==> config.mk <==
export PLATFORM = sky130hd
export DESIGN_NAME = binomial_coefficient_integer
export DESIGN_NICKNAME = d
export VERILOG_FILES = /design/src/rtl/bci_pkg.sv /design/src/rtl/bci_arith.sv /design/src/rtl/binomial_coefficient_integer.sv
export SDC_FILE = /design/constraint.sdc
export NUM_CORES = 1
export LEC_CHECK = 0
export ABC_AREA = 1
export BUFFER_PORTS_ARGS = -buffer_cell sky130_fd_sc_hd__buf_2
export CAP_MARGIN = 10
export CORE_UTILIZATION = 59
export CTS_CLUSTER_DIAMETER = 40
export DETAILED_ROUTE_END_ITERATION = 7
export PLACE_DENSITY = 0.73
export SYNTH_ARGS = -nofsm -noshare
export SYNTH_HDL_FRONTEND = slang
export SYNTH_HIERARCHICAL = 1
export SYNTH_SLANG_ARGS = --single-unit
==> constraint.sdc <==
create_clock -name clk -period 8.54 [get_ports clk]
set_clock_uncertainty 0.05 [all_clocks]
set_input_delay 1.708 -clock clk [delete_from_list [all_inputs] [get_ports clk]]
set_output_delay 1.708 -clock clk [all_outputs]
set_load 0.01 [all_outputs]
==> src/rtl/bci_pkg.sv <==
package bci_pkg;

  // arithmetic unit operations
  localparam logic OP_DIV = 1'b0;
  localparam logic OP_MUL = 1'b1;

  // result status codes
  localparam logic [1:0] ST_OK       = 2'd0;
  localparam logic [1:0] ST_K_ABOVE  = 2'd1;
  localparam logic [1:0] ST_OVERFLOW = 2'd2;

  typedef struct packed {
    logic start;
    logic op;
  } arith_req_t;

  typedef struct packed {
    logic busy;
    logic done;
  } arith_rsp_t;

endpackage

==> src/rtl/bci_arith.sv <==
module bci_arith
  import bci_pkg::*;
#(
  parameter int W  = 32,
  parameter int O  = 16,
  parameter int PW = W + O
) (
  input  logic          clk,
  input  logic          rst,
  input  arith_req_t    req,
  input  logic [W-1:0]  a,
  input  logic [W-1:0]  b,
  output arith_rsp_t    rsp,
  output logic [W-1:0]  quot,
  output logic [W-1:0]  rem,
  output logic [PW-1:0] prod
);

  localparam int CW = $clog2(W + 1);

  logic          busy;
  logic          done;
  logic          op_r;
  logic [CW-1:0] cnt;
  logic [W-1:0]  dq;
  logic [W-1:0]  rm;
  logic [W-1:0]  dvs;
  logic [W-1:0]  mc;
  logic [O-1:0]  mb;
  logic [PW-1:0] acc;
  logic [W:0]    trial;
  logic [PW-1:0] addend;

  // restoring division: one quotient bit per cycle
  assign trial  = {rm, dq[W-1]} - {1'b0, dvs};
  // shift-add multiply, multiplier bits msb first
  assign addend = mb[O-1] ? PW'(mc) : '0;

  always_ff @(posedge clk) begin
    if (rst) begin
      busy <= 1'b0;
      done <= 1'b0;
    end else begin
      done <= 1'b0;
      if (req.start) begin
        busy <= 1'b1;
      end else if (busy && cnt == CW'(1)) begin
        busy <= 1'b0;
        done <= 1'b1;
      end
    end
  end

  always_ff @(posedge clk) begin
    if (req.start) begin
      op_r <= req.op;
      cnt  <= (req.op == OP_MUL) ? CW'(O) : CW'(W);
      dq   <= a;
      rm   <= '0;
      dvs  <= b;
      mc   <= a;
      mb   <= b[O-1:0];
      acc  <= '0;
    end else if (busy) begin
      cnt <= cnt - CW'(1);
      if (op_r == OP_MUL) begin
        acc <= {acc[PW-2:0], 1'b0} + addend;
        mb  <= {mb[O-2:0], 1'b0};
      end else begin
        if (!trial[W]) begin
          rm <= trial[W-1:0];
        end else begin
          rm <= {rm[W-2:0], dq[W-1]};
        end
        dq <= {dq[W-2:0], ~trial[W]};
      end
    end
  end

  assign rsp.busy = busy;
  assign rsp.done = done;
  assign quot     = dq;
  assign rem      = rm;
  assign prod     = acc;

  a_no_restart: assert property (@(posedge clk) disable iff (rst)
    req.start |-> !busy) else $error("arith started while busy");

  a_done_idle: assert property (@(posedge clk) disable iff (rst)
    done |-> !busy) else $error("arith done while still busy");

  a_div_nonzero: assert property (@(posedge clk) disable iff (rst)
    (busy && op_r == OP_DIV) |-> dvs != '0) else $error("division by zero");

endmodule

==> src/rtl/binomial_coefficient_integer.sv <==
// The shared arithmetic unit is W = max(RESULT_BITS, OPERAND_BITS) bits wide.
// A step costs one division, a second one if not exact, and one or two multiplies.
// All work runs on one shared shift-subtract / shift-add unit; k above n skips the unit.
// One item at a time: s_tready is high only in idle, from the cycle after the result is loaded.
// Reset (rst, synchronous) clears the sequencer and drops m_tvalid; data is not cleared.
module binomial_coefficient_integer
  import bci_pkg::*;
#(
  parameter int RESULT_BITS  = 32,
  parameter int OPERAND_BITS = 16,
  localparam int IN_W  = ((2 * OPERAND_BITS + 7) / 8) * 8,
  localparam int OUT_W = ((RESULT_BITS + 2 + 7) / 8) * 8
) (
  input  logic             clk,
  input  logic             rst,
  input  logic             s_tvalid,
  output logic             s_tready,
  input  logic [IN_W-1:0]  s_tdata,   // n_value, k_value
  output logic             m_tvalid,
  input  logic             m_tready,
  output logic [OUT_W-1:0] m_tdata    // coefficient, status
);

  localparam int R  = RESULT_BITS;
  localparam int O  = OPERAND_BITS;
  localparam int W  = (R > O) ? R : O;
  localparam int PW = W + O;

  localparam logic [2:0] S_IDLE = 3'd0;
  localparam logic [2:0] S_DIVT = 3'd1;
  localparam logic [2:0] S_DIVN = 3'd2;
  localparam logic [2:0] S_MULQ = 3'd3;
  localparam logic [2:0] S_MULT = 3'd4;
  localparam logic [2:0] S_MULD = 3'd5;
  localparam logic [2:0] S_FIN  = 3'd6;
  localparam logic [2:0] S_DONE = 3'd7;

  logic [2:0]    state;
  logic          go;
  logic          need_den;
  logic [O-1:0]  top;
  logic [O-1:0]  bot;
  logic [R-1:0]  num;
  logic [R-1:0]  den;
  logic [R-1:0]  res_coef;
  logic [1:0]    res_stat;
  logic [R-1:0]  coefficient;
  logic [1:0]    status;

  logic [O-1:0]  n_value;
  logic [O-1:0]  k_value;
  logic [O-1:0]  n_minus_k;
  logic [O-1:0]  m_steps;
  logic          work;
  logic          mul_state;
  logic          mul_ovf;
  logic          last_step;

  arith_req_t    req;
  arith_rsp_t    rsp;
  logic [W-1:0]  op_a;
  logic [W-1:0]  op_b;
  logic [W-1:0]  quot;
  logic [W-1:0]  rem;
  logic [PW-1:0] prod;

  assign n_value   = s_tdata[O-1:0];
  assign k_value   = s_tdata[2*O-1:O];
  assign n_minus_k = n_value - k_value;
  assign m_steps   = (k_value < n_minus_k) ? k_value : n_minus_k;

  assign s_tready  = (state == S_IDLE);
  assign mul_state = (state == S_MULQ) || (state == S_MULT) || (state == S_MULD);
  assign work      = (state != S_IDLE) && (state != S_DONE);
  assign req.start = work && !go;
  assign req.op    = mul_state ? OP_MUL : OP_DIV;
  assign mul_ovf   = (prod[PW-1:R] != '0);
  assign last_step = (bot == O'(1));

  always_comb begin
    case (state)
      S_DIVT:  begin op_a = W'(top); op_b = W'(bot);                end
      S_DIVN:  begin op_a = W'(num); op_b = W'(bot);                end
      S_MULQ:  begin op_a = W'(num); op_b = W'(quot[O-1:0]);        end
      S_MULT:  begin op_a = W'(num); op_b = W'(top);                end
      S_MULD:  begin op_a = W'(den); op_b = W'(bot);                end
      S_FIN:   begin op_a = W'(num); op_b = W'(den);                end
      default: begin op_a = '0;      op_b = '0;                     end
    endcase
  end

  bci_arith #(.W(W), .O(O), .PW(PW)) u_arith (
    .clk  (clk),
    .rst  (rst),
    .req  (req),
    .a    (op_a),
    .b    (op_b),
    .rsp  (rsp),
    .quot (quot),
    .rem  (rem),
    .prod (prod)
  );

  always_ff @(posedge clk) begin
    if (rst) begin
      state    <= S_IDLE;
      go       <= 1'b0;
      m_tvalid <= 1'b0;
    end else begin
      // S_DONE reloads the output word itself
      if (m_tvalid && m_tready && state != S_DONE) begin
        m_tvalid <= 1'b0;
      end
      if (req.start) begin
        go <= 1'b1;
      end else if (rsp.done) begin
        go <= 1'b0;
      end

      case (state)
        S_IDLE: begin
          if (s_tvalid) begin
            top      <= n_value;
            bot      <= m_steps;
            num      <= R'(1);
            den      <= R'(1);
            need_den <= 1'b0;
            res_coef <= '0;
            if (k_value > n_value) begin
              res_stat <= ST_K_ABOVE;
              state    <= S_DONE;
            end else begin
              res_stat <= ST_OK;
              state    <= (m_steps == '0) ? S_FIN : S_DIVT;
            end
          end
        end
        S_DIVT: begin
          if (rsp.done) begin
            need_den <= 1'b0;
            state    <= (rem == '0) ? S_MULQ : S_DIVN;
          end
        end
        S_DIVN: begin
          if (rsp.done) begin
            // cancel now if the accumulator divides, else defer to den
            if (rem == '0) begin
              num <= quot[R-1:0];
            end else begin
              need_den <= 1'b1;
            end
            state <= S_MULT;
          end
        end
        S_MULQ, S_MULT, S_MULD: begin
          if (rsp.done) begin
            if (mul_ovf) begin
              res_stat <= ST_OVERFLOW;
              state    <= S_DONE;
            end else begin
              if (state == S_MULD) begin
                den <= prod[R-1:0];
              end else begin
                num <= prod[R-1:0];
              end
              if (state == S_MULT && need_den) begin
                state <= S_MULD;
              end else begin
                top   <= top - O'(1);
                bot   <= bot - O'(1);
                state <= last_step ? S_FIN : S_DIVT;
              end
            end
          end
        end
        S_FIN: begin
          if (rsp.done) begin
            res_coef <= quot[R-1:0];
            state    <= S_DONE;
          end
        end
        S_DONE: begin
          if (!m_tvalid || m_tready) begin
            coefficient <= (res_stat == ST_OK) ? res_coef : '0;
            status      <= res_stat;
            m_tvalid    <= 1'b1;
            state       <= S_IDLE;
          end
        end
        default: begin
          state <= S_IDLE;
        end
      endcase
    end
  end

  assign m_tdata = OUT_W'({status, coefficient});

  a_err_zero: assert property (@(posedge clk) disable iff (rst)
    (m_tvalid && status != ST_OK) |-> coefficient == '0)
    else $error("nonzero coefficient with error status");

  a_bot_nonzero: assert property (@(posedge clk) disable iff (rst)
    (state == S_DIVT || state == S_DIVN || state == S_MULD) |-> bot != '0)
    else $error("step divisor is zero");

  a_den_nonzero: assert property (@(posedge clk) disable iff (rst)
    (state == S_FIN) |-> den != '0) else $error("final divisor is zero");

  a_done_owned: assert property (@(posedge clk) disable iff (rst)
    rsp.done |-> (go && work)) else $error("arith done without a pending request");

endmodule

==> results of run 1 <==
[cell type report]
type,instances,share of cell area
Multi-Input combinational cell,2201,0.411
Sequential cell,371,0.386
Inverter,643,0.0907
Clock buffer,66,0.0539
Tap cell,525,0.0247
Timing Repair Buffer,86,0.0180
Clock inverter,33,0.0158
[final timing paths]
path                             startpoint               to  slack [ps]  cells past startpoint
worst max-delay path             s_tdata[0]         state[2]        3360                     26
worst min-delay path            res_stat[1]        status[1]         400                      0
worst max register to register     state[0]  u_arith/prod[5]        4960                      8
worst min register to register  res_stat[1]        status[1]         400                      0
[layer usage]
| layer | GRT usage | vias to the layer above | routed length (µm) |
|---|---|---|---|
| li1 | - | 10500 | - |
| met1 | 0.445 | 9932 | 29400 |
| met2 | 0.545 | 720 | 32100 |
| met3 | 0.0499 | 130 | 4840 |
| met4 | 0.125 | 0 | 2410 |
| met5 | 0 | - | 0 |
[worst max-delay path, cell delays in order]
cell	delay, ps
buf_2	100
inv_1	40
ha_1	220
fa_1	420
inv_1	90
nand3_1	70
nand3_1	160
nand3_1	130
nand3_1	90
nand2_1	50
nand2_1	100
inv_1	60
ha_1	180
a21oi_1	140
o21ai_0	110
a21oi_2	430
nand2_1	520
nand2_1	160
o21ai_0	110
nor2_1	150
nand2_1	80
nor2_1	210
nand2_1	90
nand2_1	60
nand2_1	60
a21oi_1	130
[metrics by stage]
| stage | util | std cells | power (mW) | cell area [µm²] | worst slack (ps) |
|---|---|---|---|---|---|
| floorplan | - | 3300 | 5.62 | 24000 | 1620 |
| global placement | 0.621 | 3826 | 6.62 | 24800 | 2910 |
| detailed placement | 0.621 | 3826 | 6.71 | 24800 | 2840 |
| CTS | 0.667 | 3925 | 9.00 | 26600 | 3460 |
| global route | 0.667 | 3925 | 9.57 | 26600 | 2850 |
| finish | 0.667 | 3925 | 9.03 | 26600 | 3360 |
[sequential cells by signal, summed over array words and instances, names as in the netlist, 3 cells and up]
| name | cells |
|---|---|
| u_arith/mb | 16 |
| u_arith/mc | 32 |
| res_coef | 32 |
| coefficient | 32 |
| top | 16 |
| bot | 16 |
| state | 3 |
| u_arith/cnt | 6 |
| u_arith/prod | 48 |
| u_arith/dvs | 32 |
| den | 32 |
| u_arith/quot | 32 |
| num | 32 |
| u_arith/rem | 32 |
[power by group]
part	switching, mW	internal [mW]	leakage (nW)	total (mW)
Combinational	2.62	0.968	8.82	3.59
Sequential	0.325	2.85	3.44	3.18
Clock	0.865	1.40	0.902	2.26
Total	3.81	5.22	13.2	9.03
==> summary.md, run 1 <==
| Metric | Value |
|---|---|
| LEAKAGE | 13.2 nW |
| Slew HR | 0.223 |
| CTS clk-pin slew, worst paths | 60 ps |
| Hold WS | 395 ps |
| Worst VDD drop | 0.220 mV |
| GRT Resource Usage Total | 0.333 |
| Worst-Margin Slew | 1170 ps |
| Syn Std Cell Area | roughly 24000 µm² |
| Pre-antenna DRT Iters | 6 |
| Hold Path Class | reg -> reg |
| Die X | 204 µm |
| CP Max Fanout | 20 |
| Clock Tree Buf Depth | 3 |
| Die area | between 40000 and 50000 µm² |
| TNS Setup | 0 ps |
| Diode count | 0 |
| Layout overhead on the synthesized area | 10.9% |
| Kind of critical path | in -> reg |
| Grt ovf | 0 |
| Post-cts resize count | 0 |
| H-tree depth | 2 |
| First-pass GRT wire length | 107 mm |
| CTS Sinks | 371 |
| Fillcell total | 3478 |
| Worst Setup End Kind | register |
| Post-CTS setup buffers | 0 |
| Post-Syn Instances | 3295 |
| Gpl congestion | 0.995 |
| Clock Latency Late Sink | 600 ps |
| Commonest non-fill, non-tap cell in the layout | nand2_1 |
| PortBufs | 71 |
| Max-slew violations | 0 |
| Post-route ant nets | 0 |
| Fin. Hold Viols | 0 |
| Final wirelength | 68.7 mm |
| Drt initial violations | approximately 2000 |
| Remaining DRCs | 0 |
| Outcome | finished clean |
| Max Fclk | 193 MHz |
| Die Ht | 204 µm |
| Starting density of the core | 0.602 |
| Row count | 73 |
| Sequential cell area | 10300 µm² |
| CP arrival | 5660 ps |
| Most frequent cells in the layout | nand2_1 (1097), inv_1 (636), nor2_1 (321) |
| Multi-input gate area in the final layout | 10900 µm² |
| Setup-failing EPs final | 0 |
| Hold Buf Count CTS | 0 |
| Drt via density | 5.41 |
| Initial antenna violation count | 0 |
| Core area | 39900 µm² |
| Fin crit share | 0.607 |
| Max cap viols | 0 |
| WP data required | 9020 ps |
| Pwr/cell area | 339 nW/µm² |
| Drt wl/cell | around 18 µm |
| Synth warnings | 6 |
| Dpl hpwl | 52.5 mm |
| CP startpoint kind | input pin |
| Vias in the first global route | between 20000 and 25000 |
| Final #Nets | around 3500 |
| Fin crit period | around 5200 ps |
| Cts bufs inserted | 53 |
| Via Count | 21200 |
| CTS tree | built |
| I/O pin count | 78 |
| Layout cells sized above 1 | 0.0891 |
| Largest net degree at the start of global routing | ~140 |
| Clock Tree Root | clkbuf_16 |
| RSZ-0062 raised after global routing | no |
| Avg Synthesized Cell Area | 7.29 µm² |
No activity file was read; power rests on OpenSTA's default activity.
==> run 2: changes to the inputs <==
--- a/config.mk
+++ b/config.mk
@@ -5,7 +5,7 @@
 export SDC_FILE = /design/constraint.sdc
 export NUM_CORES = 1
 export LEC_CHECK = 0
-export ABC_AREA = 1
+export ABC_AREA = 0
 export BUFFER_PORTS_ARGS = -buffer_cell sky130_fd_sc_hd__buf_2
 export CAP_MARGIN = 10
 export CORE_UTILIZATION = 59
==> constraint.sdc (replaced) <==
create_clock -name clk -period 4.87 [get_ports clk]
set_clock_uncertainty 0.05 [all_clocks]
set_input_delay 0.974 -clock clk [delete_from_list [all_inputs] [get_ports clk]]
set_output_delay 0.974 -clock clk [all_outputs]
set_load 0.01 [all_outputs]
==> run 2 against run 1 <==
Net effect: sequential share of layout area up 3.3 points; sequential power up 50%; final cell count down 30%; hold slack better by 11 ps; count of clock-buffer cells in the layout down 10; via count down 19%; critical path type unchanged; critical endpoint is now state[1].
==> summary.md, run 2 <==
| Metric | Value |
|---|---|
| Pre-antenna DRT Iters | 6 |
| Fin crit period | roughly 4300 ps |
| H-tree depth | 2 |
| Core area | 36500 µm² |
| TNS Setup | 0 ps |
| DP Worst Slack | ~65 ps |
| Clock Tree Buf Depth | 3 |
| Largest net degree at the start of global routing | 95 |
| I/O pin count | 78 |
| Max cap viols | 0 |
| LEAKAGE | 9.87 nW |
| CTS Sinks | approximately 370 |
| Layout overhead on the synthesized area | 12.3% |
| Synth warnings | 6 |
| Worst VDD drop | 0.403 mV |
| Hold Path Class | reg -> reg |
| Drt initial violations | 1421 |
| Sequential cell area | around 10000 µm² |
| Avg Synthesized Cell Area | 10.1 µm² |
| Layout cells sized above 1 | 0.138 |
| Most frequent cells in the layout | edfxtp_1 (284), nand2_1 (179), a21oi_1 (151) |
| Die area | 37800 µm² |
| Via Count | 17100 |
| CTS tree | built |
| Vias in the first global route | 16500 |
| Layout Cells excl Fill | 2739 |
| Post-cts resize count | 0 |
| CP startpoint kind | input pin |
| Hold Buf Count CTS | 0 |
| Register share of total power | 0.389 |
| Die X | 194 µm |
| R2r setup slk | 1120 ps |
| Max Fclk | 235 MHz |
| Starting density of the core | 0.598 |
| Fin crit share | 0.874 |
| Remaining DRCs | 0 |
| Row count | 70 |
| Cts bufs inserted | 54 |
| First-pass GRT wire length | 91.0 mm |
| Initial antenna violation count | 8 |
| Critical-path top delay cell | nor4_1 |
| Post-Syn Instances | around 2200 |
| Post-CTS setup buffers | 0 |
| GRT Resource Usage Total | 0.305 |
| Fin. Hold Viols | 0 |
| Max reg flops | 48 |
| Gpl congestion | 0.915 |
| Multi-input gate area in the final layout | 10800 µm² |
| Pwr/cell area | 502 nW/µm² |
| Final #Nets | 2362 |
| Net switching power | approximately 4.5 mW |
| Grt ovf | 0 |
| Slew HR | 0.242 |
| Clock network power share | 0.310 |
| PortBufs | 71 |
| CTS clk-pin slew, worst paths | approximately 60 ps |
| Syn Std Cell Area | roughly 22000 µm² |
| Cell-by-cell trace of the critical path | buf_2 > ha_1 > nor2b_1 > o31a_1 > o311ai_0 > buf_4 > a21oi_1 > or3_1 > ha_1 > nand4_1 > a211o_1 > o211ai_1 > o211ai_1 > nor4_1 > and4bb_2 > nor3_2 |
| Drt via density | approximately 6.3 |
| Combinational Power Share | 0.301 |
| Hold WS | 406 ps |
| CP Max Fanout | 4 |
| Clock Latency Late Sink | around 600 ps |
| Worst Setup End Kind | register |
| Final wirelength | 57.4 mm |
| Die Ht | 194 µm |
| Post-route ant nets | 0 |
| Worst-Margin Slew | about 1100 ps |
| Kind of critical path | in -> reg |
| WP data required | 5350 ps |
| Max-slew violations | 0 |
| RSZ-0062 raised after global routing | no |
| Fillcell total | 2811 |
| P_int | about 7.8 mW |
| Dpl hpwl | between 40 and 50 mm |
| Sw Ratio | 0.364 |
| Clock Tree Root | clkbuf_16 |
| Crit-path max cell delay | roughly 440 ps |
| Commonest non-fill, non-tap cell in the layout | edfxtp_1 |
| Dpl cells | around 2600 |
| Outcome | finished clean |
| Setup-failing EPs final | 0 |
| Worst Slack Setup Final | 612 ps |
| Drt wl/cell | roughly 21 µm |
| CP arrival | 4740 ps |
==> run 2: layout make-up <==
cell class	count	area share
diodes	3	0.000306
clock buffers	56	0.0567
clock inverters	45	0.0168
inverters	96	0.0147
multi-input cells	1587	0.440
flip-flops and latches	371	0.419
well taps	468	0.0239
repair buffers	113	0.0289
==> run 2: worst max-delay path, delay by kind of cell <==
family          cells  cell delay (ps)
buf+inv             2              320
fa+ha+maj           2              590
simple gates        6             1540
compound gates      6             1310
==> run 2: final timing paths <==
path                       to            from  depth (start not counted)
max                  state[1]      s_tdata[1]                         16
min reg2reg         status[1]     res_stat[1]                          0
min                 status[1]     res_stat[1]                          0
max reg2reg  u_arith/prod[41]  u_arith/mb[15]                         13
==> run 2: metal layers <==
metal | GRT usage | share of wire | vias up
met5 | 0 | 0.00023 | -
met4 | 0.0988 | 0.026 | 2
met3 | 0.0522 | 0.083 | 107
met2 | 0.490 | 0.46 | 667
met1 | 0.422 | 0.43 | 8220
li1 | - | - | 8146
==> run 2: power by group through the flow <==
stage	sequential [mW]	combinational, mW	clock, mW
after global placement	4.81	3.59	0
after CTS	4.76	3.68	3.87
after global routing	4.84	4.05	3.99
after floorplan	4.56	2.67	0
final	4.78	3.71	3.81
after detailed placement	4.82	3.66	0
==> run 2: through the flow <==
step                power, mW  area (µm²)   util
floorplan                7.23       21900      -
global placement         8.40       22700  0.622
detailed placement       8.48       22700  0.622
CTS                      12.3       24500  0.671
global route             12.9       24500  0.671
finish                   12.3       24500  0.672
==> run 3: changes to the inputs <==
--- a/config.mk
+++ b/config.mk
@@ -6,12 +6,13 @@
 export NUM_CORES = 1
 export LEC_CHECK = 0
 export ABC_AREA = 0
-export BUFFER_PORTS_ARGS = -buffer_cell sky130_fd_sc_hd__buf_2
 export CAP_MARGIN = 10
-export CORE_UTILIZATION = 59
-export CTS_CLUSTER_DIAMETER = 40
+export CELL_PAD_IN_SITES_DETAIL_PLACEMENT = 1
+export CELL_PAD_IN_SITES_GLOBAL_PLACEMENT = 1
+export CORE_UTILIZATION = 51
 export DETAILED_ROUTE_END_ITERATION = 7
-export PLACE_DENSITY = 0.73
+export DONT_BUFFER_PORTS = 1
+export PLACE_DENSITY = 0.77
 export SYNTH_ARGS = -nofsm -noshare
 export SYNTH_HDL_FRONTEND = slang
 export SYNTH_HIERARCHICAL = 1
==> run 3 against run 2 <==
Net effect: combinational power about the same; critical path depth stayed put; first-iteration DRC count decreased by 17%; critical endpoint unchanged; wire length is 12% higher; die area increased by 16%; highest routed layer unchanged; non-clock buffer count shrank 77; register-to-register slack lost 180 ps; global-route usage shrank 0.90 points.
==> summary.md, run 3 (synthesized netlist as in run 2, its figures left out) <==
| Metric | Value |
|---|---|
| Outcome | finished clean |
| CP arrival | 4820 ps |
| Post-route ant nets | 0 |
| PortBufs | 0 |
| CTS clk-pin slew, worst paths | 60 ps |
| Layout overhead on the synthesized area | 8.92% |
| Drt via density | approximately 6.3 |
| Placed inst area | 22400 µm² |
| CTS tree | built |
| CP top delay family | compound AO/OA/AOI/OAI gates |
| TNS Setup | 0 ps |
| Layout cells sized above 1 | 0.0928 |
| Worst-Margin Slew | between 1000 and 1500 ps |
| Worst Slack Setup Final | 508 ps |
| Pwr/cell area | 496 nW/µm² |
| Max-slew violations | 0 |
| Worst Setup End Kind | register |
| Pre-antenna DRT Iters | 5 |
| Critical-path top delay cell | o311ai_0 |
| Final #Nets | 2273 |
| Drt initial violations | 1174 |
| R2R depth | 13 |
| H-tree depth | 2 |
| Dpl hpwl | around 46 mm |
| Post-CTS setup buffers | 0 |
| Worst R2R End | u_arith/prod[47] |
| Die area | around 44000 µm² |
| CP Max Fanout | 5 |
| Final wirelength | 64.4 mm |
| Grt ovf | 0 |
| Hold Path Class | in -> reg |
| Setup-failing EPs final | 0 |
| GRT Resource Usage Total | 0.296 |
| Clock Tree Root | clkbuf_16 |
| Slew HR | 0.146 |
| Commonest non-fill, non-tap cell in the layout | edfxtp_1 |
| R2r setup slk | ~940 ps |
| Layout Cells excl Fill | 2707 |
| Fin crit share | 0.896 |
| Hold Buf Count CTS | 0 |
| Crit-path max cell delay | 620 ps |
| Hold WS | 429 ps |
| Starting density of the core | 0.518 |
| Initial antenna violation count | 6 |
| Die Ht | about 210 µm |
| Worst R2R Start | u_arith/mb[15] |
| Total power | 11.8 mW |
| Vias in the first global route | 17500 |
| Clock Tree Buf Depth | 3 |
| Hold path startpoint | rst |
| Final instance area | 23800 µm² |
| CTS Sinks | between 300 and 400 |
| Core area | between 40000 and 50000 µm² |
| Most frequent cells in the layout | edfxtp_1 (284), nand2_1 (179), a21oi_1 (151) |
| CP startpoint kind | input pin |
| RSZ-0062 raised after global routing | no |
| LEAKAGE | ~9.4 nW |
| Max reg flops | 48 |
| Dpl cells | 2629 |
| Die X | 209 µm |
| I/O pin count | roughly 80 |
| Clock Latency Late Sink | slightly below 600 ps |
| WP data required | ~5300 ps |
| Drt wl/cell | approximately 24 µm |
| Kind of critical path | in -> reg |
| Row count | 75 |
| Max cap viols | 0 |
| Gpl congestion | 0.922 |
| Fin crit period | about 4400 ps |
| Post-cts resize count | 0 |
| DP Worst Slack | -34.1 ps |
| Worst hold stages | 1 |
| Worst VDD drop | roughly 0.35 mV |
| Cts bufs inserted | 42 |
| Via Count | roughly 17000 |
| Remaining DRCs | 0 |
| Largest net degree at the start of global routing | 81 |
| Max Fclk | roughly 230 MHz |
| First-pass GRT wire length | 101 mm |
| WHS Endpoint | go |
| Final Util | 0.565 |
| Cell-by-cell trace of the critical path | inv_1 > ha_1 > nor2b_1 > o31a_1 > o311ai_0 > a21oi_1 > or3_1 > ha_1 > nand4_1 > a211o_1 > o211ai_1 > o211ai_1 > nor4_1 > buf_4 > and4bb_2 > nor3_2 |
| Fin. Hold Viols | 0 |
| Fillcell total | 4588 |
| Crit path buf inv count | 2 |
run 3: power by group:
part | internal, mW | switching [mW]
combinational | 1.32 | 2.38
clock | 1.88 | 1.36
sequential | 4.28 | 0.589
run 3: final cells by class:
class	count	area, µm²	area share
repair buffers	36	283	0.0119
multi-input cells	1587	10800	0.454
well taps	539	674	0.0283
clock buffers	52	1100	0.0462
clock inverters	24	294	0.0124
diodes	2	5.00	0.000210
inverters	96	360	0.0151
flip-flops and latches	371	10300	0.432
run 3: worst max path at each step:
stage	cells after the start	start	endpoint	slack [ps]
final	16	s_tdata[17]	state[1]	510
after global routing	16	s_tdata[17]	state[1]	290
after CTS	16	s_tdata[17]	state[1]	560
after detailed placement	16	s_tdata[17]	state[1]	-30
after global placement	16	s_tdata[17]	state[1]	120
after floorplan	18	s_tdata[26]	bot[1]	230
run 3: metal layers:
metal	global-route usage	wire (µm)
met5	0	27
met4	0.0994	1990
met2	0.501	31200
met3	0.0559	3800
met1	0.382	27400
run 3: worst reg2reg max path, delay by kind of cell (launching register included):
family / cells / cell delay [ps]
simple gates: 3 / 450
flops: 1 / 600
fa+ha+maj: 2 / 430
compound gates: 6 / 2070
xor+xnor: 1 / 160
buf+inv: 1 / 70
